<file path="src/gvbm_pkg.sv">
// shared constants and types for the grid vertex to ball mapper
package gvbm_pkg;

    localparam int IDX_W         = 10;
    localparam int FRAC_BITS     = 14;
    localparam int COORD_W       = 16;
    localparam int VN_W          = 30;
    localparam logic [IDX_W-1:0] MAX_DIVISIONS = 10'd1023;

    localparam int STRIDE_W      = IDX_W + 1;
    localparam int STRIDE_SQ_W   = 2 * IDX_W + 1;
    localparam int PART_W        = 2 * IDX_W;

    localparam int MAG_W         = FRAC_BITS + 1;
    localparam int SQ_W          = 2 * MAG_W - 1;
    localparam int SUM_W         = SQ_W + 1;
    localparam int PROD_W        = SQ_W;
    localparam int ROOT_W        = MAG_W + 1;

    localparam int DIV_NUM_W     = SUM_W;
    localparam int DIV_DEN_W     = ROOT_W + 1;
    localparam int DIV_STAGES    = MAG_W;
    localparam int DIV_TRIAL_W   = DIV_DEN_W + DIV_STAGES - 1;

    localparam int SQRT_ITERS    = SUM_W / 2;
    localparam int SQRT_STAGES   = SQRT_ITERS + 1;
    localparam int SQRT_RES_W    = SUM_W + 1;

    localparam int IN_TDATA_W    = ((3 * IDX_W + 7) / 8) * 8;
    localparam int OUT_TDATA_W   = ((3 * COORD_W + VN_W + 7) / 8) * 8;

    localparam logic signed [COORD_W-1:0] COORD_ONE = 16'sd16384;

    // pipeline stage numbers
    localparam int ST_CLAMP      = 1;
    localparam int ST_PREP       = 2;
    localparam int ST_VN         = 3;
    localparam int ST_SQ         = ST_PREP + DIV_STAGES + 1;
    localparam int ST_SUM        = ST_SQ + 1;
    localparam int ST_ROUND      = ST_SUM + SQRT_STAGES;
    localparam int ST_DIV2IN     = ST_ROUND + 1;
    localparam int ST_LAST       = ST_DIV2IN + DIV_STAGES;

    typedef struct packed {
        logic [VN_W-1:0] vn;
        logic [2:0]      neg;
    } side_t;

endpackage

</file>
<file path="src/gvbm_sqrt.sv">
// pipelined integer square root, rounded to nearest, one result bit per stage
module gvbm_sqrt (
    input  logic                        aclk,
    input  logic                        en,
    input  logic [gvbm_pkg::SUM_W-1:0]  radicand,
    output logic [gvbm_pkg::ROOT_W-1:0] root
);

    logic [gvbm_pkg::SUM_W-1:0]      rem_reg [gvbm_pkg::SQRT_ITERS];
    logic [gvbm_pkg::SQRT_RES_W-1:0] res_reg [gvbm_pkg::SQRT_ITERS];
    logic [gvbm_pkg::ROOT_W-1:0]     root_reg;

    for (genvar t = 0; t < gvbm_pkg::SQRT_ITERS; t++) begin : g_stage
        localparam logic [gvbm_pkg::SQRT_RES_W-1:0] BIT =
            gvbm_pkg::SQRT_RES_W'(1) << (2 * (gvbm_pkg::SQRT_ITERS - 1 - t));
        logic [gvbm_pkg::SUM_W-1:0]      rem_in;
        logic [gvbm_pkg::SQRT_RES_W-1:0] res_in;
        logic [gvbm_pkg::SQRT_RES_W-1:0] trial;
        logic                            fits;

        if (t == 0) begin : g_first
            assign rem_in = radicand;
            assign res_in = '0;
        end else begin : g_next
            assign rem_in = rem_reg[t-1];
            assign res_in = res_reg[t-1];
        end

        assign trial = res_in + BIT;
        assign fits  = gvbm_pkg::SQRT_RES_W'(rem_in) >= trial;

        always_ff @(posedge aclk) begin
            if (en) begin
                rem_reg[t] <= fits ? rem_in - trial[gvbm_pkg::SUM_W-1:0] : rem_in;
                res_reg[t] <= fits ? (res_in >> 1) + BIT : res_in >> 1;
            end
        end
    end

    logic [gvbm_pkg::SUM_W-1:0]      rem_fin;
    logic [gvbm_pkg::SQRT_RES_W-1:0] res_fin;
    logic                            round_up;
    logic [gvbm_pkg::ROOT_W-1:0]     root_sum;

    assign rem_fin  = rem_reg[gvbm_pkg::SQRT_ITERS-1];
    assign res_fin  = res_reg[gvbm_pkg::SQRT_ITERS-1];
    assign round_up = gvbm_pkg::SQRT_RES_W'(rem_fin) > res_fin;
    assign root_sum = res_fin[gvbm_pkg::ROOT_W-1:0] + gvbm_pkg::ROOT_W'(round_up);

    // zero root only for the centre point, kept at one
    always_ff @(posedge aclk) begin
        if (en) begin
            root_reg <= (root_sum == '0) ? gvbm_pkg::ROOT_W'(1) : root_sum;
        end
    end

    assign root = root_reg;

endmodule

</file>
<file path="config.mk">
export PLATFORM = sky130hd
export DESIGN_NAME = gvbm_sqrt
export DESIGN_NICKNAME = d
export VERILOG_FILES = /design/src/gvbm_pkg.sv /design/src/gvbm_sqrt.sv
export SDC_FILE = /design/constraint.sdc
export NUM_CORES = 1
export LEC_CHECK = 0
export BUFFER_PORTS_ARGS = -buffer_cell sky130_fd_sc_hd__clkbuf_2
export CAP_MARGIN = 20
export CORE_ASPECT_RATIO = 0.75
export CORE_MARGIN = 2
export CORE_UTILIZATION = 45
export CTS_BUF_LIST = sky130_fd_sc_hd__clkbuf_16
export CTS_CLUSTER_DIAMETER = 200
export DETAILED_ROUTE_END_ITERATION = 8
export GPL_ROUTABILITY_DRIVEN = 0
export PLACE_DENSITY = 0.68
export RECOVER_POWER = 100
export SYNTH_ARGS = -nofsm -noshare
export SYNTH_HDL_FRONTEND = slang
export SYNTH_SLANG_ARGS = --single-unit
</file>
<file path="constraint.sdc">
create_clock -name aclk -period 5.6 [get_ports aclk]
set_clock_uncertainty 0.15 [all_clocks]
set_input_delay 0.56 -clock aclk [delete_from_list [all_inputs] [get_ports aclk]]
set_output_delay 0.56 -clock aclk [all_outputs]
set_load 0.03 [all_outputs]
</file>
# After elaboration in Yosys (flattened, before gate mapping)
# Memory sizes are Yosys's and may differ from the RTL's.
# Index checks and enable logic that the tools add are counted.
[totals]
regBits = 16
ramBits = 915
out_inout_bits = 16
mem_count = 2
[mem_list]
columns = ["memory", "words", "width", "rd", "rd_ports_with_merged_regs", "write_ports", "line_no", "source"]
rows = [
  ["res_reg", 15, 31, 15, 0, 15, "gvbm_sqrt.sv:10", "logic [gvbm_pkg::SQRT_RES_W-1:0] res_reg [gvbm_pkg::SQRT_ITERS];"],
  ["rem_reg", 15, 30, 15, 0, 15, "gvbm_sqrt.sv:9", "logic [gvbm_pkg::SUM_W-1:0] rem_reg [gvbm_pkg::SQRT_ITERS];"],
]
[op_classes]
add_sub_neg = 44
order_cmp = 16
muxes = 32
reduce_logical = 1
[ops]
columns = ["op", "n"]
rows = [
  ["2-to-1 mux 30 bit", 15],
  [">= comparator 30 x 31 -> 1 bit", 14],
  ["2-to-1 mux 31 bit", 14],
  ["subtractor 30 bit", 14],
  ["adder 30 x 1 -> 31 bit (second input constant)", 1],
  ["adder 30 x 11 -> 31 bit (second input constant)", 1],
  ["adder 30 x 13 -> 31 bit (second input constant)", 1],
  ["adder 30 x 15 -> 31 bit (second input constant)", 1],
  ["adder 30 x 17 -> 31 bit (second input constant)", 1],
  ["adder 30 x 19 -> 31 bit (second input constant)", 1],
  ["adder 30 x 21 -> 31 bit (second input constant)", 1],
  ["adder 30 x 23 -> 31 bit (second input constant)", 1],
  ["adder 30 x 25 -> 31 bit (second input constant)", 1],
  ["adder 30 x 27 -> 31 bit (second input constant)", 1],
  ["adder 30 x 3 -> 31 bit (second input constant)", 1],
  ["adder 30 x 5 -> 31 bit (second input constant)", 1],
  ["adder 30 x 7 -> 31 bit (second input constant)", 1],
  ["adder 30 x 9 -> 31 bit (second input constant)", 1],
  ["adder 31 x 1 -> 31 bit (second input constant)", 1],
  ["adder 31 x 11 -> 31 bit (second input constant)", 1],
  ["adder 31 x 13 -> 31 bit (second input constant)", 1],
  ["adder 31 x 15 -> 31 bit (second input constant)", 1],
  ["adder 31 x 17 -> 31 bit (second input constant)", 1],
  ["adder 31 x 19 -> 31 bit (second input constant)", 1],
  ["15 further kinds", 16],
]

# Depth between registers and ports, before layout
# An unclocked memory read counts as a cell.
[logic_depth]
word_depth = 4
ltp_mapped = 17
ltp_nobuf = 17

# Worst setup path before layout
# Ideal clock, no wire load.
[synth_path]
path_kind = "register to register"
startpoint = "memory rem_reg[1][106] (netlist name)"
endpoint = "memory rem_reg[1][140] (netlist name) (data pin)"
arrival_ns = 2.922
setup_slack_ns = 2.262
path_stages_with_launch = 10
n_path_buf = 1
path_cell_list = "edfxtp_1 -> ha_1 -> a21o_1 -> a2111o_1 -> or3_1 -> or2_1 -> a2111oi_4 -> buf_4 -> nor3_1 -> xor2_1"
[synth_rtl]
columns = ["element", "line_no"]
rows = [
  ["start: declaration", "gvbm_sqrt.sv:9"],
]

# Final worst setup path
[layout_path]
startpoint = "input port en"
endpoint = "register root_reg (netlist bit root[9]) (enable)"
[layout_rtl]
columns = ["element", "line_no", "source"]
rows = [
  ["start: declaration", "gvbm_sqrt.sv:4", "input logic en,"],
  ["end signal: assignment", "gvbm_sqrt.sv:53", "root_reg <= (root_sum == '0) ? gvbm_pkg::ROOT_W'(1) : root_sum;"],
  ["end: declaration", "gvbm_sqrt.sv:11", "logic [gvbm_pkg::ROOT_W-1:0] root_reg;"],
]
# No word-level cell between the ends.

==> flow_summary.json <==
{
  "status": "finished with violations",
  "failed_checks": "max-capacitance violations, max-slew violations",
  "cap_violations": 2,
  "crit_type": "in -> reg",
  "grt_overflow": 0,
  "switchingPower_w": 0.003213,
  "avgSynthCellArea_um2": 12.66,
  "rsz0062_at_grt": "false",
  "period_minus_slack_ps": 4584,
  "grt_pass1_vias": 17260,
  "n_antenna_cell": 0,
  "max_slew.worst_pin.slew_ps": 3187,
  "seqCellArea_um2": 17600,
  "pwr-share-comb_pct": 16.9,
  "n_fill_cell": 5203,
  "final_nets": 2521,
  "start_util_pct": 45.52,
  "die_h_um": 221,
  "cp_num_buf_inv": 2,
  "drc": 0,
  "worstPathRequired_ps": 5640,
  "die_area_um2": 64830,
  "hold_class": "in -> reg",
  "fin_tns_setup_ps": 0,
  "p_int_w": 0.008736,
  "cts_tree": "yes",
  "worst_slew_margin_rel_pct": -112.4,
  "syn_to_final_growth_pct": 11.95,
  "insertion_delay_ps": 610,
  "syn-instance-count": 2232,
  "syn_nets": 2414,
  "antenna_found_initial": 0,
  "die_w_um": 293.3,
  "synth_edf_count": 586,
  "multi_input_area_um2": 9823,
  "pwr-share-clk_pct": 33.2,
  "ir_drop_v": 0.0003711,
  "htreeDepth": 2,
  "crit_path_end_kind": "flip-flop",
  "wire_per_inst_um": 17.49,
  "cpPeakStageDelay_ps": 2120,
  "ys_types": 70,
  "final_util_pct": 50.96,
  "synth_warnings": 0,
  "instances_no_fill": 3194,
  "port_buffers": 47,
  "grt_use_total_pct": 17.05,
  "grt_use_met2_pct": 28.97,
  "yosysTopAreaCellShare_pct": 62.28,
  "hold_viol": 0,
  "drive_gt1_share_pct": 6.292,
  "grtUsageMet1_pct": 23.01,
  "post-place-cells": 3063,
  "num_vias": 17590,
  "dominantRegCellSynth": "edfxtp_1",
  "grt_pass1_wl_um": 90600,
  "post_cts_resized": 0,
  "powerDensity_nw_per_um2": 377.8,
  "grt_max_degree": 148,
  "reg2reg_setup_slack_ps": 1070,
  "p_leak_nw": 11.98,
  "cp_max_fo": 124,
  "fin_crit_sh_pct": 81.85,
  "start_kind": "input pin",
  "cts_made_buffers": 55,
  "largest_reg_flops": 450,
  "crit_chain": "clkbuf_2 -> clkbuf_4",
  "vias_per_cell": 5.506,
  "max_freq_ghz": 0.2182,
  "crit_path_top_delay_cell": "clkbuf_2",
  "synth_area_leaders": "edfxtp_1 (62%), ha_1 (6.6%), xor2_1 (3.6%)",
  "seq_area_frac_synth_pct": 62.28,
  "pwr-share-seq_pct": 50.0,
  "critPathTopFamily": "buffers and inverters",
  "power_switching_share_pct": 26.89,
  "drv_slew": 246,
  "clock_sinks": 586,
  "async_flop_share_pct": 0,
  "setup_violations": 0,
  "first_pass_iters": 7,
  "synth_area_leader_cell": "edfxtp_1",
  "ios": 48,
  "grt-busiest-layer": "met2",
  "cts_max_path_buffers": 3,
  "grt_use_met3_pct": 2.702,
  "total_power_w": 0.01195,
  "arrival_ps": 4630,
  "root_buffer": "clkbuf_16",
  "hpwl_um": 40290,
  "rows": 79,
  "core_um2": 62070,
  "cts.reportedPaths.clkPinSlew_ps": 70,
  "synth_area_um2": 28250,
  "synth_seq_cells": 586,
  "drt_wl_total_um": 55880,
  "drtIter0Drc": 1464,
  "postRouteAntennaNets": 0
}
## cell families after synthesis
| group | Yosys count | synth area share [%] |
|---|---|---|
| compound gates | 392 | 8.724 |
| fa+ha+maj | 150 | 6.643 |
| xor+xnor | 211 | 6.541 |
| buf+inv | 215 | 2.887 |
| mux | 26 | 1.001 |
| flops | 586 | 62.28 |
| simple gates | 652 | 11.92 |
## layout make-up
cell class / instances / area share [%]
well taps: 810 / 3.204
inverters: 178 / 2.112
repair buffers: 87 / 1.831
clock inverters: 47 / 1.812
flip-flops and latches: 586 / 55.63
multi-input cells: 1431 / 31.06
clock buffers: 55 / 4.351
## repair_timing
item	4_1_cts	5_1_grt
hold endpoints to repair	28	0
hold buffers	28	0
setup endpoints to repair	0	0
setup buffers	0	0
## per-layer routing
metal	vias up	part of all wire, %
met5	-	0
met4	0	2.2
met3	85	4.7
met2	454	48
met1	8505	45
li1	8541	-
## cell usage in the layout, fill, tap and decap left out, types with 29 or more instances in the layout
| cell | synthesis | routed |
|---|---|---|
| xnor2_1 | 96 | 96 |
| nor2_1 | 141 | 141 |
| inv_1 | 177 | 187 |
| xor2_1 | 115 | 115 |
| clkbuf_2 | 0 | 30 |
| o21a_1 | 29 | 29 |
| a21o_1 | 34 | 34 |
| clkbuf_16 | 0 | 55 |
| nand4_1 | 36 | 36 |
| edfxtp_1 | 586 | 586 |
| o21ai_0 | 110 | 111 |
| nor3_1 | 77 | 78 |
| nand3_1 | 33 | 33 |
| nor4_1 | 63 | 63 |
| a21oi_1 | 116 | 116 |
| ha_1 | 150 | 150 |
| nand2_1 | 136 | 136 |
## path summary, 6_finish.rpt
| check | to | cells after the start | start |
|---|---|---|---|
| setup / recovery | root[9]$_SDFFCE_PN0P_ | 2 | en |
| hold / removal | res_reg[0][28]$_DFFE_PP_ | 2 | radicand[29] |
| setup reg to reg | rem_reg[1][136]$_DFFE_PP_ | 9 | rem_reg[1][106]$_DFFE_PP_ |
| hold reg to reg | rem_reg[1][30]$_DFFE_PP_ | 0 | rem_reg[1][0]$_DFFE_PP_ |
## power by group through the flow
| stage | Sequential (W) | Combinational (W) | Clock (W) |
|---|---|---|---|
| floorplan | 0.00590 | 0.00148 | 0 |
| global placement | 0.00603 | 0.00192 | 0 |
| detailed placement | 0.00605 | 0.00198 | 0 |
| CTS | 0.00596 | 0.00201 | 0.00405 |
| global route | 0.00604 | 0.00225 | 0.00422 |
| finish | 0.00597 | 0.00201 | 0.00396 |
## metrics by stage
stage          instance area [um2]  setup slack [ps]  hold slack [ps]
5_1_grt                      31630             690.2            90.98
3_3_place_gp                 29490              1678            273.8
6_report                     31630              1016            86.26
3_5_place_dp                 29490              1574            276.0
2_1_floorplan                28250              2262            266.6
4_1_cts                      31720              1552            37.71
## synth_stat cells (4+ instances only)
| library cell | n |
|---|---|
| clkbuf_1 | 30 |
| mux2i_1 | 8 |
| a211o_1 | 4 |
| or4_1 | 26 |
| nand3b_1 | 6 |
| nor4b_1 | 13 |
| buf_2 | 4 |
| o211ai_1 | 13 |
| nand2b_1 | 27 |
| nor4_1 | 63 |
| xnor2_1 | 96 |
| nor3_1 | 77 |
| a2111oi_0 | 5 |
| a21o_1 | 34 |
| a21boi_0 | 6 |
| o21ai_0 | 110 |
| and2_1 | 8 |
| and4b_1 | 4 |
| a211oi_1 | 13 |
| inv_1 | 177 |
| o21a_1 | 29 |
| a21oi_1 | 116 |
| ha_1 | 150 |
| nor3b_1 | 6 |
| and3_1 | 9 |
| o31a_1 | 5 |
| or2_2 | 13 |
| nand4b_1 | 4 |
| or3_1 | 23 |
| nand4_1 | 36 |
| o31ai_1 | 8 |
| nand2_1 | 136 |
| edfxtp_1 | 586 |
| nor2b_1 | 21 |
| o2111ai_1 | 6 |
| nand3_1 | 33 |
| nor2_1 | 141 |
| o21bai_1 | 5 |
| xor2_1 | 115 |
| mux2_2 | 17 |
Note: power is estimated with default switching activity, not from simulation.
