--- src/gvbm_pkg.sv ---
// shared constants and types for the grid vertex to ball mapper
package gvbm_pkg;

    localparam int IDX_W         = 10;
    localparam int FRAC_BITS     = 14;
    localparam int COORD_W       = 16;
    localparam int VN_W          = 30;
    localparam logic [IDX_W-1:0] MAX_DIVISIONS = 10'd1023;

    localparam int STRIDE_W      = IDX_W + 1;
    localparam int STRIDE_SQ_W   = 2 * IDX_W + 1;
    localparam int PART_W        = 2 * IDX_W;

    localparam int MAG_W         = FRAC_BITS + 1;
    localparam int SQ_W          = 2 * MAG_W - 1;
    localparam int SUM_W         = SQ_W + 1;
    localparam int PROD_W        = SQ_W;
    localparam int ROOT_W        = MAG_W + 1;

    localparam int DIV_NUM_W     = SUM_W;
    localparam int DIV_DEN_W     = ROOT_W + 1;
    localparam int DIV_STAGES    = MAG_W;
    localparam int DIV_TRIAL_W   = DIV_DEN_W + DIV_STAGES - 1;

    localparam int SQRT_ITERS    = SUM_W / 2;
    localparam int SQRT_STAGES   = SQRT_ITERS + 1;
    localparam int SQRT_RES_W    = SUM_W + 1;

    localparam int IN_TDATA_W    = ((3 * IDX_W + 7) / 8) * 8;
    localparam int OUT_TDATA_W   = ((3 * COORD_W + VN_W + 7) / 8) * 8;

    localparam logic signed [COORD_W-1:0] COORD_ONE = 16'sd16384;

    // pipeline stage numbers
    localparam int ST_CLAMP      = 1;
    localparam int ST_PREP       = 2;
    localparam int ST_VN         = 3;
    localparam int ST_SQ         = ST_PREP + DIV_STAGES + 1;
    localparam int ST_SUM        = ST_SQ + 1;
    localparam int ST_ROUND      = ST_SUM + SQRT_STAGES;
    localparam int ST_DIV2IN     = ST_ROUND + 1;
    localparam int ST_LAST       = ST_DIV2IN + DIV_STAGES;

    typedef struct packed {
        logic [VN_W-1:0] vn;
        logic [2:0]      neg;
    } side_t;

endpackage

--- src/gvbm_div.sv ---
// pipelined restoring divider, one quotient bit per stage
module gvbm_div (
    input  logic                           aclk,
    input  logic                           en,
    input  logic [gvbm_pkg::DIV_NUM_W-1:0] dividend,
    input  logic [gvbm_pkg::DIV_DEN_W-1:0] divisor,
    output logic [gvbm_pkg::MAG_W-1:0]     quotient
);

    logic [gvbm_pkg::DIV_NUM_W-1:0] rem_reg  [gvbm_pkg::DIV_STAGES];
    logic [gvbm_pkg::DIV_DEN_W-1:0] den_reg  [gvbm_pkg::DIV_STAGES];
    logic [gvbm_pkg::MAG_W-1:0]     quot_reg [gvbm_pkg::DIV_STAGES];

    for (genvar j = 0; j < gvbm_pkg::DIV_STAGES; j++) begin : g_stage
        logic [gvbm_pkg::DIV_NUM_W-1:0]   rem_in;
        logic [gvbm_pkg::DIV_DEN_W-1:0]   den_in;
        logic [gvbm_pkg::MAG_W-1:0]       quot_in;
        logic [gvbm_pkg::DIV_TRIAL_W-1:0] trial;
        logic                             fits;
        logic [gvbm_pkg::DIV_NUM_W-1:0]   rem_next;
        logic [gvbm_pkg::MAG_W-1:0]       quot_next;

        if (j == 0) begin : g_first
            assign rem_in  = dividend;
            assign den_in  = divisor;
            assign quot_in = '0;
        end else begin : g_next
            assign rem_in  = rem_reg[j-1];
            assign den_in  = den_reg[j-1];
            assign quot_in = quot_reg[j-1];
        end

        assign trial = gvbm_pkg::DIV_TRIAL_W'(den_in) << (gvbm_pkg::DIV_STAGES - 1 - j);
        assign fits  = gvbm_pkg::DIV_TRIAL_W'(rem_in) >= trial;
        assign rem_next  = fits ? rem_in - trial[gvbm_pkg::DIV_NUM_W-1:0] : rem_in;
        assign quot_next = quot_in
                         | (gvbm_pkg::MAG_W'(fits) << (gvbm_pkg::DIV_STAGES - 1 - j));

        always_ff @(posedge aclk) begin
            if (en) begin
                rem_reg[j]  <= rem_next;
                den_reg[j]  <= den_in;
                quot_reg[j] <= quot_next;
            end
        end
    end

    assign quotient = quot_reg[gvbm_pkg::DIV_STAGES-1];

endmodule

--- config.mk ---
export PLATFORM = sky130hd
export DESIGN_NAME = gvbm_div
export DESIGN_NICKNAME = d
export VERILOG_FILES = /design/src/gvbm_pkg.sv /design/src/gvbm_div.sv
export SDC_FILE = /design/constraint.sdc
export NUM_CORES = 1
export LEC_CHECK = 0
export ABC_CLOCK_PERIOD_IN_PS = 7800
export BUFFER_PORTS_ARGS = -buffer_cell sky130_fd_sc_hd__buf_2
export CORE_ASPECT_RATIO = 2
export CORE_MARGIN = 8
export CORE_UTILIZATION = 53
export DETAILED_ROUTE_END_ITERATION = 7
export GPL_TIMING_DRIVEN = 0
export MAX_ROUTING_LAYER = met4
export PLACE_DENSITY = 0.79
export SETUP_SLACK_MARGIN = 0.05
export SYNTH_ARGS = -nofsm -noshare
export SYNTH_HDL_FRONTEND = slang
export SYNTH_SLANG_ARGS = --single-unit
--- constraint.sdc ---
create_clock -name aclk -period 7.8 [get_ports aclk]
set_clock_uncertainty 0.2 [all_clocks]
set_input_delay 1.56 -clock aclk [delete_from_list [all_inputs] [get_ports aclk]]
set_output_delay 1.56 -clock aclk [all_outputs]
set_load 0.01 [all_outputs]
Word-level counts from Yosys, hierarchy flattened
Memory sizes are Yosys's and may differ from the RTL's.
Index checks and enable logic that the tools add are counted.
{ "totals": {"ram_bits": 930, "memories": 3, "inputBits": 49, "regBits": 0} }
{ "classes": {"add_sub_neg": 15, "muxes": 17, "n_lt_le_gt_ge": 15, "n_bitwise": 14} }
{ "memory_table": {"columns": ["name", "depth", "width", "rd", "rd_clocked_by_memory_dff", "wr", "line_no", "rtl"], "rows": [
  ["rem_reg", 15, 30, 14, 0, 15, "gvbm_div.sv:10", "logic [gvbm_pkg::DIV_NUM_W-1:0] rem_reg [gvbm_pkg::DIV_STAGES];"],
  ["den_reg", 15, 17, 14, 0, 15, "gvbm_div.sv:11", "logic [gvbm_pkg::DIV_DEN_W-1:0] den_reg [gvbm_pkg::DIV_STAGES];"],
  ["quot_reg", 15, 15, 15, 0, 15, "gvbm_div.sv:12", "logic [gvbm_pkg::MAG_W-1:0] quot_reg [gvbm_pkg::DIV_STAGES];"]
]} }
{ "ops": {"columns": ["operator", "n"], "rows": [
  ["30-bit 2-to-1 mux", 15],
  ["30-bit subtractor", 2],
  ["30-bit by 31-bit greater-or-equal comparator with 1-bit output", 1],
  ["30-bit by 17-bit greater-or-equal comparator with 1-bit output", 1],
  ["30-bit by 18-bit greater-or-equal comparator with 1-bit output", 1],
  ["30-bit by 19-bit greater-or-equal comparator with 1-bit output", 1],
  ["30-bit by 20-bit greater-or-equal comparator with 1-bit output", 1],
  ["30-bit by 21-bit greater-or-equal comparator with 1-bit output", 1],
  ["30-bit by 22-bit greater-or-equal comparator with 1-bit output", 1],
  ["30-bit by 23-bit greater-or-equal comparator with 1-bit output", 1],
  ["30-bit by 24-bit greater-or-equal comparator with 1-bit output", 1],
  ["30-bit by 25-bit greater-or-equal comparator with 1-bit output", 1],
  ["30-bit by 26-bit greater-or-equal comparator with 1-bit output", 1],
  ["30-bit by 27-bit greater-or-equal comparator with 1-bit output", 1],
  ["30-bit by 28-bit greater-or-equal comparator with 1-bit output", 1],
  ["30-bit by 29-bit greater-or-equal comparator with 1-bit output", 1],
  ["30-bit greater-or-equal comparator", 1],
  ["30-bit by 17-bit subtractor with 30-bit output", 1],
  ["30-bit by 18-bit subtractor with 30-bit output", 1],
  ["30-bit by 19-bit subtractor with 30-bit output", 1],
  ["30-bit by 20-bit subtractor with 30-bit output", 1],
  ["30-bit by 21-bit subtractor with 30-bit output", 1],
  ["30-bit by 22-bit subtractor with 30-bit output", 1],
  ["30-bit by 23-bit subtractor with 30-bit output", 1],
  ["other kinds (21)", 22]
]} }

Depth between registers and ports, before layout
Gate-level depths: netlist of the first run.
An unclocked memory read counts as a cell.
{ "depth": {"depth_word": 3, "depth_mapped": 15} }

Worst setup path before layout of the first run
Ideal clock, no wire load.
{ "synth_timing": {"kind": "input to register", "start": "input port divisor[1] (netlist name)", "end": "memory rem_reg[0][23] (netlist name) (data pin)", "arrival_ns": 3.852, "n_path_buf": 1, "stages": 11, "setup_time_ns": 0.260, "required_ns": 7.340, "path_slack_ns": 3.488, "cell_sequence": "inv_1 -> ha_1 -> nor2b_1 -> o21ai_0 -> a21boi_0 -> o211ai_1 -> nand4_1 -> o211ai_1 -> a211oi_2 -> buf_2 -> mux2_2"} }
{ "synth_rtl": {"columns": ["item", "line_no", "rtl"], "rows": [
  ["from (decl)", "gvbm_div.sv:6", "input logic [gvbm_pkg::DIV_DEN_W-1:0] divisor,"],
  ["to (decl)", "gvbm_div.sv:10", null]
]} }

==> results of run 1 <==
==> final cells by class <==
| cell class | instances | area (um2) | area share (%) |
|---|---|---|---|
| buffer | 55 | 219 | 0.488 |
| timing repair buffer | 68 | 463 | 1.03 |
| tap | 1022 | 1280 | 2.85 |
| clock buffer | 83 | 1860 | 4.16 |
| inverter | 336 | 1260 | 2.81 |
| antenna | 2 | 5.00 | 0.0112 |
| sequential | 778 | 23400 | 52.1 |
| clock inverter | 48 | 515 | 1.15 |
| multi-input combinational | 2251 | 15900 | 35.4 |
==> layer usage <==
metal / vias to the layer above / global-route usage (%) / wire, um
met3: 161 / 3.38 / 6370
met5: - / - / 0
li1: 12941 / - / -
met2: 956 / 32.6 / 41900
met4: 0 / 7.01 / 2190
met1: 13217 / 28.8 / 38900
==> placed cells by master (no fill, tap or decap), types with 10 or more instances in the layout <==
cell and n:
a211oi_1 26, a21boi_0 15, a21o_1 85, a21oi_1 234, a31o_2 10, a31oi_1 25
and2_1 15, and3_1 28, buf_2 72, clkbuf_1 54, clkbuf_16 73, clkinv_1 19
clkinv_2 14, edfxtp_1 778, fa_1 14, ha_1 254, inv_1 335, mux2_2 72
nand2_1 217, nand2b_1 34, nand3_1 63, nand3b_1 14, nand4_1 38, nand4b_1 14
nor2_1 210, nor2b_1 50, nor3_1 65, nor4_1 38, nor4b_1 15, o211ai_1 17
o21a_1 33, o21ai_0 185, o21bai_1 15, o31a_1 13, o31ai_1 23, or2_2 23
or3_1 34, or4_1 11, xnor2_1 143, xor2_1 101
==> worst max-delay path by stage <==
| stage | from | end | slack [ns] | depth (start not counted) |
|---|---|---|---|---|
| final | rem_reg[1][34] | rem_reg[1][73] | 3.12 | 15 |
| after global routing | rem_reg[1][80] | rem_reg[1][98] | 2.95 | 8 |
| after CTS | divisor[1] | rem_reg[0][27] | 3.33 | 12 |
| after detailed placement | divisor[1] | rem_reg[0][27] | 2.62 | 12 |
| after global placement | en | quot_reg[2][14] | -6.30 | 1 |
| after floorplan | divisor[1] | rem_reg[0][23] | 3.49 | 11 |
==> cells by family after synthesis <==
family	share of synthesized area [%]
flops	57.4
compound gates	11.8
buf+inv	3.63
simple gates	11.3
xor+xnor	5.25
mux	2.24
fa+ha+maj	8.49
==> metrics by stage <==
step	setup TNS, ns	area (um2)	std cells	total power (uW)
3_5_place_dp	0	42500	4510	11800
4_1_cts	0	44800	4641	15400
3_3_place_gp	-4784.72	42300	4505	11700
5_1_grt	0	44800	4642	16300
6_report	0	44800	4643	15400
2_1_floorplan	0	40700	3420	10300
==> worst reg2reg max path, delay by kind of cell, from the launching register on <==
family	cells	cell delay, ns
buffers and inverters	6	1.43
AO/OA/AOI/OAI	3	1.20
AND/OR/NAND/NOR	4	0.60
adder cells (fa/ha/maj)	2	0.58
flip-flops	1	0.41
==> power by group through the flow <==
stage / Sequential, uW / Combinational (uW) / Clock [uW]
2_1_floorplan: 6220 / 4120 / 0
3_3_place_gp: 6530 / 5170 / 0
3_5_place_dp: 6460 / 5330 / 0
4_1_cts: 6380 / 5400 / 3660
5_1_grt: 6470 / 6080 / 3800
6_report: 6370 / 5490 / 3570
==> metrics.md, run 1 <==
| Metric | Value |
|---|---|
| Final setup violation count | 0 |
| Slew Limit Fails | 0 |
| Cts bufs inserted | 73 |
| Fin. Hold Viols | 0 |
| DP Worst Slack | 2.62 ns |
| Hold depth | 0 |
| Synth Warn # | 0 |
| First-pass iteration count of the detailed router | 6 |
| CP Max Fanout | 10 |
| GRT Util Overall | 21.3% |
| Required @ worst endpoint | 8.03 ns |
| Clock Power Share | 23.2% |
| Proportion of layout cells with a drive suffix above 1 | 8.15% |
| Die X | 212 um |
| # H-tree levels | 3 |
| Hold slack | 0.209 ns |
| Hold-fix buffers at CTS | 0 |
| Most frequent cells after synthesis | edfxtp_1, inv_1, ha_1 |
| Slowest CP cell | a221oi_1 |
| Launching point of the worst reg2reg path | rem_reg[1][34] |
| Startpoint Class | flop |
| Main area contributors after synthesis | edfxtp_1, ha_1, inv_1 |
| Peak VDD IR | 0.000189 V |
| Final Util | 58.6% |
| NumNets Final | 3880 |
| Ys flop type | edfxtp_1 |
| Dpl hpwl | 64.7 mm |
| Initial Utilization | 53.2% |
| # clock sinks | 778 |
| Asr flop ratio synth | 0% |
| Top cell type's share of synthesized area | 57.4% |
| Pwr dens | 344 nW/um2 |
| Outcome | complete, no violations |
| Hold endpoint | quot_reg[11][6] |
| DR WL/cell | 19.2 um |
| Clk_lat worst skew | 0.69 ns |
| R2R depth | 15 |
| Antenna violations before repair | 2 |
| Vias per cell | 5.87 |
| Vias in the first global route | 26744 |
| Crit path buffers/inverters | 6 |
| Overflow left after global routing | 0 |
| Post-route ant nets | 0 |
| Fmax | 214 MHz |
| HP Class | flop to flop |
| Final Cycle Share | 60.0% |
| Port Buffers | 63 |
| Combinational power share | 35.6% |
| Io pins | 64 |
| Num rows | 144 |
| Core area | 76600 um2 |
| Yosys reg bits | 778 |
| Unrepaired setup endpoints after global routing | false |
| Top-count cell post-synth | edfxtp_1 |
| Worst-path cell chain | inv_1 > ha_1 > inv_1 > fa_1 > a21o_1 > a221oi_1 > o21ai_0 > nand3_1 > and3_1 > clkbuf_1 > inv_1 > clkbuf_1 > clkbuf_1 > nor2_1 > nor2_1 |
| First-iteration detailed-routing DRC count | 2600 |
| Post-synthesis net count | 3737 |
| WP data arrival | 4.90 ns |
| Post_cts resized | 0 |
| Clock Path Buffers | 3 |
| Syn_area_per_cell | 11.9 um2 |
| Placer Congestion | 0.971 |
| Final worst slack | 3.12 ns |
| Die area | 86500 um2 |
| # fillers | 6043 |
| Critical path class | flop to flop |
| Cell taking the most area after synthesis | edfxtp_1 |
| Flop pwr share | 41.3% |
| DR vias | 27275 |
| Clock slew at reported path FFs | 0.06 ns |
| Switch Pwr | 5340 uW |
| Worst R2R Setup Slack | 3.12 ns |
| First-pass GRT wire length | 143 mm |
| CTS tree | built |
| Sw Ratio | 34.6% |
| Final wirelength | 89.4 mm |
| Max Cap Violations | 0 |
| Final min period | 4.68 ns |
| P_int | 10100 uW |
| Leakage | 0.0174 uW |
| Number of synthesized flops with an enable pin | 778 |
| Crit-path leading delay family | buffers and inverters |
| Relative slew slack | 6.11% |
| Root Buffer | clkbuf_16 |
| Post-synthesis cell area | 40700 um2 |
| Max FFs per register | 420 |
| Die H | 408 um |
| Worst R2R End | rem_reg[1][73] |
| Layout area overhead | 10.1% |
| Sequential fraction of the synthesis area | 57.4% |
| DRC | 0 |
| Synth Instances | 3420 |
| Crit-path max cell delay | 0.57 ns |
| Worst Setup End Kind | flop |
| Post-CTS Setup Bufs | 0 |
| Slew @ Worst Pin | 1.40 ns |
| Hold path start | quot_reg[10][6] |
| Largest net degree at the start of global routing | 141 |
| Unique masters post-synth | 75 |
Note: power is estimated with default switching activity, not from simulation.
==> run 2: changes to the inputs <==
--- a/config.mk
+++ b/config.mk
@@ -5,7 +5,7 @@
 export SDC_FILE = /design/constraint.sdc
 export NUM_CORES = 1
 export LEC_CHECK = 0
-export ABC_CLOCK_PERIOD_IN_PS = 7800
+export ABC_CLOCK_PERIOD_IN_PS = 3800
 export BUFFER_PORTS_ARGS = -buffer_cell sky130_fd_sc_hd__buf_2
 export CORE_ASPECT_RATIO = 2
 export CORE_MARGIN = 8
@@ -13,7 +13,7 @@
 export DETAILED_ROUTE_END_ITERATION = 7
 export GPL_TIMING_DRIVEN = 0
 export MAX_ROUTING_LAYER = met4
-export PLACE_DENSITY = 0.79
+export PLACE_DENSITY = 0.82
 export SETUP_SLACK_MARGIN = 0.05
 export SYNTH_ARGS = -nofsm -noshare
 export SYNTH_HDL_FRONTEND = slang
==> constraint.sdc (replaced) <==
create_clock -name aclk -period 3.8 [get_ports aclk]
set_clock_uncertainty 0.2 [all_clocks]
set_input_delay 0.76 -clock aclk [delete_from_list [all_inputs] [get_ports aclk]]
set_output_delay 0.76 -clock aclk [all_outputs]
set_load 0.01 [all_outputs]
==> run 2 against run 1 <==
Cell area rose by 0.73%; register-to-register slack got worse by 3.0 ns; core utilization rose by 0.42 points; non-clock buffer count rose by 15; worst hold slack got worse by 0.12 ns; largest cell class unchanged; sequential power rose by 110%; maximum frequency rose by 27%; clock power rose by 100%.
==> metrics.md, run 2 (synthesis gave the netlist of run 1 again) <==
| Metric | Value |
|---|---|
| Cts bufs inserted | 71 |
| Dpl hpwl | 63.5 mm |
| Relative slew slack | 32.0% |
| DR WL/cell | 19.2 um |
| Sequential cell area | 23400 um2 |
| Final setup violation count | 0 |
| Port Buffers | 63 |
| Post-route ant nets | 0 |
| # clock sinks | 778 |
| Hold depth | 1 |
| Hold-fix buffers at CTS | 0 |
| Worst Setup End Kind | flop |
| CTS tree | built |
| Proportion of layout cells with a drive suffix above 1 | 9.92% |
| Layout area overhead | 10.9% |
| First-pass iteration count of the detailed router | 5 |
| Overall Power | 31800 uW |
| Multi-input logic area | 16100 um2 |
| Final min period | 3.67 ns |
| Peak VDD IR | 0.000415 V |
| # H-tree levels | 3 |
| Leakage | 0.0175 uW |
| Worst R2R End | rem_reg[1][133] |
| Final Util | 59.0% |
| First-iteration detailed-routing DRC count | 2706 |
| Critical path class | flop to flop |
| Fmax | 272 MHz |
| Initial Utilization | 53.2% |
| First-pass GRT wire length | 142 mm |
| Max FFs per register | 420 |
| Pwr dens | 703 nW/um2 |
| Outcome | complete, no violations |
| Placer Congestion | 0.959 |
| HP Class | input pin to flop |
| Core area | 76600 um2 |
| Largest net degree at the start of global routing | 141 |
| Launching point of the worst reg2reg path | rem_reg[1][92] |
| Required @ worst endpoint | 4.04 ns |
| Antenna violations before repair | 2 |
| Met2 wire len | 43.5 mm |
| Hold endpoint | den_reg[0][7] |
| Final wirelength | 89.3 mm |
| Clock slew at reported path FFs | 0.06 ns |
| Io pins | 64 |
| Final Cycle Share | 96.6% |
| R2R depth | 13 |
| Die X | 212 um |
| Design Area, Final | 45200 um2 |
| Die H | 408 um |
| Slew Limit Fails | 0 |
| WP data arrival | 3.91 ns |
| Max Cap Violations | 0 |
| Vias in the first global route | 27048 |
| Commonest cells after routing, fill and taps aside | edfxtp_1, inv_1, ha_1, a21oi_1, nand2_1 |
| Die area | 86500 um2 |
| Num rows | 144 |
| Hold path start | divisor[7] |
| DR vias | 27558 |
| DP Cell Count | 4510 |
| Worst R2R Setup Slack | 0.13 ns |
| Most common cell after layout, fill and taps aside | edfxtp_1 |
| NumNets Final | 3893 |
| GRT Util Overall | 21.1% |
| Vias per cell | 5.92 |
| Root Buffer | clkbuf_16 |
| Unrepaired setup endpoints after global routing | false |
| CP Max Fanout | 10 |
| Metal3 WL | 6.09 mm |
| DR top layer | met4 |
| M1 WL | 37.5 mm |
| Fin. Hold Viols | 0 |
| # fillers | 5836 |
| Placed Area | 42500 um2 |
| Clk_lat worst skew | 0.66 ns |
| Fin Setup TNS | 0 ns |
| Overflow left after global routing | 0 |
| Clock Path Buffers | 3 |
| Startpoint Class | flop |
| DRC | 0 |
| Post-Layout Cell Count | 4652 |
| Slew @ Worst Pin | 1.01 ns |
==> run 2: cell types whose count changed in the layout (fill, tap and decap cells not counted), moves of 6 or more <==
cell and change:
a21oi_1 -6, buf_4 +18, clkbuf_2 +14, clkbuf_1 -19
==> run 2: per-stage QoR <==
stage / worst slack (ns) / hold WS [ns]
floorplan: 0.288 / 0.200
global placement: -9.50 / 0.200
detailed placement: -0.618 / 0.205
CTS: 0.0479 / 0.0374
global route: 0.00194 / 0.0648
finish: 0.128 / 0.0916
==> run 2: area by class of cell <==
cell class | count | area share (%)
Antenna cell | 1 | 0.00554
Sequential cell | 778 | 51.7
Tap cell | 1022 | 2.83
Clock inverter | 43 | 1.07
Inverter | 336 | 2.79
Clock buffer | 83 | 4.03
Timing Repair Buffer | 85 | 1.32
Buffer | 53 | 0.562
Multi-Input combinational cell | 2251 | 35.7
==> run 2: worst max-delay path by stage <==
stage / startpoint / end / slack [ns] / cells after the start
5_1_grt: rem_reg[1][92] / rem_reg[1][131] / 0.002 / 13
2_1_floorplan: divisor[1] / rem_reg[0][23] / 0.29 / 11
6_report: rem_reg[1][92] / rem_reg[1][133] / 0.13 / 13
3_5_place_dp: rem_reg[1][34] / rem_reg[1][73] / -0.62 / 15
4_1_cts: rem_reg[1][34] / rem_reg[1][73] / 0.05 / 14
3_3_place_gp: en / quot_reg[3][13] / -9.50 / 1
==> run 2: routing by layer <==
| layer | global-route usage [%] | vias to the layer above |
|---|---|---|
| li1 | - | 12953 |
| met4 | 6.72 | 0 |
| met1 | 27.7 | 13394 |
| met2 | 33.5 | 1041 |
| met5 | - | - |
| met3 | 3.13 | 170 |
==> run 2: repair_timing <==
action / in CTS / in global routing
setup buffers: 4 / 13
endpoints found under the setup margin: 218 / 216
resized for setup: 33 / 55
pin swaps: 1 / 7
==> run 2: power breakdown <==
| group | switching (uW) | internal (uW) |
|---|---|---|
| sequential | 1140 | 11900 |
| combinational | 6510 | 4940 |
| clock | 3250 | 3970 |
| total | 10900 | 20800 |
==> run 2: worst max-delay path, stage by stage (launching register included) <==
cell and delay, ns:
edfxtp_1 0.42, inv_1 0.08, ha_1 0.16, inv_1 0.05, fa_1 0.39, a21o_1 0.20, a21oi_2 0.22, o21ai_2 0.15
a2111o_1 0.43, a211oi_4 0.42, buf_4 0.28, clkbuf_4 0.25, nand2_1 0.08, o31ai_1 0.10
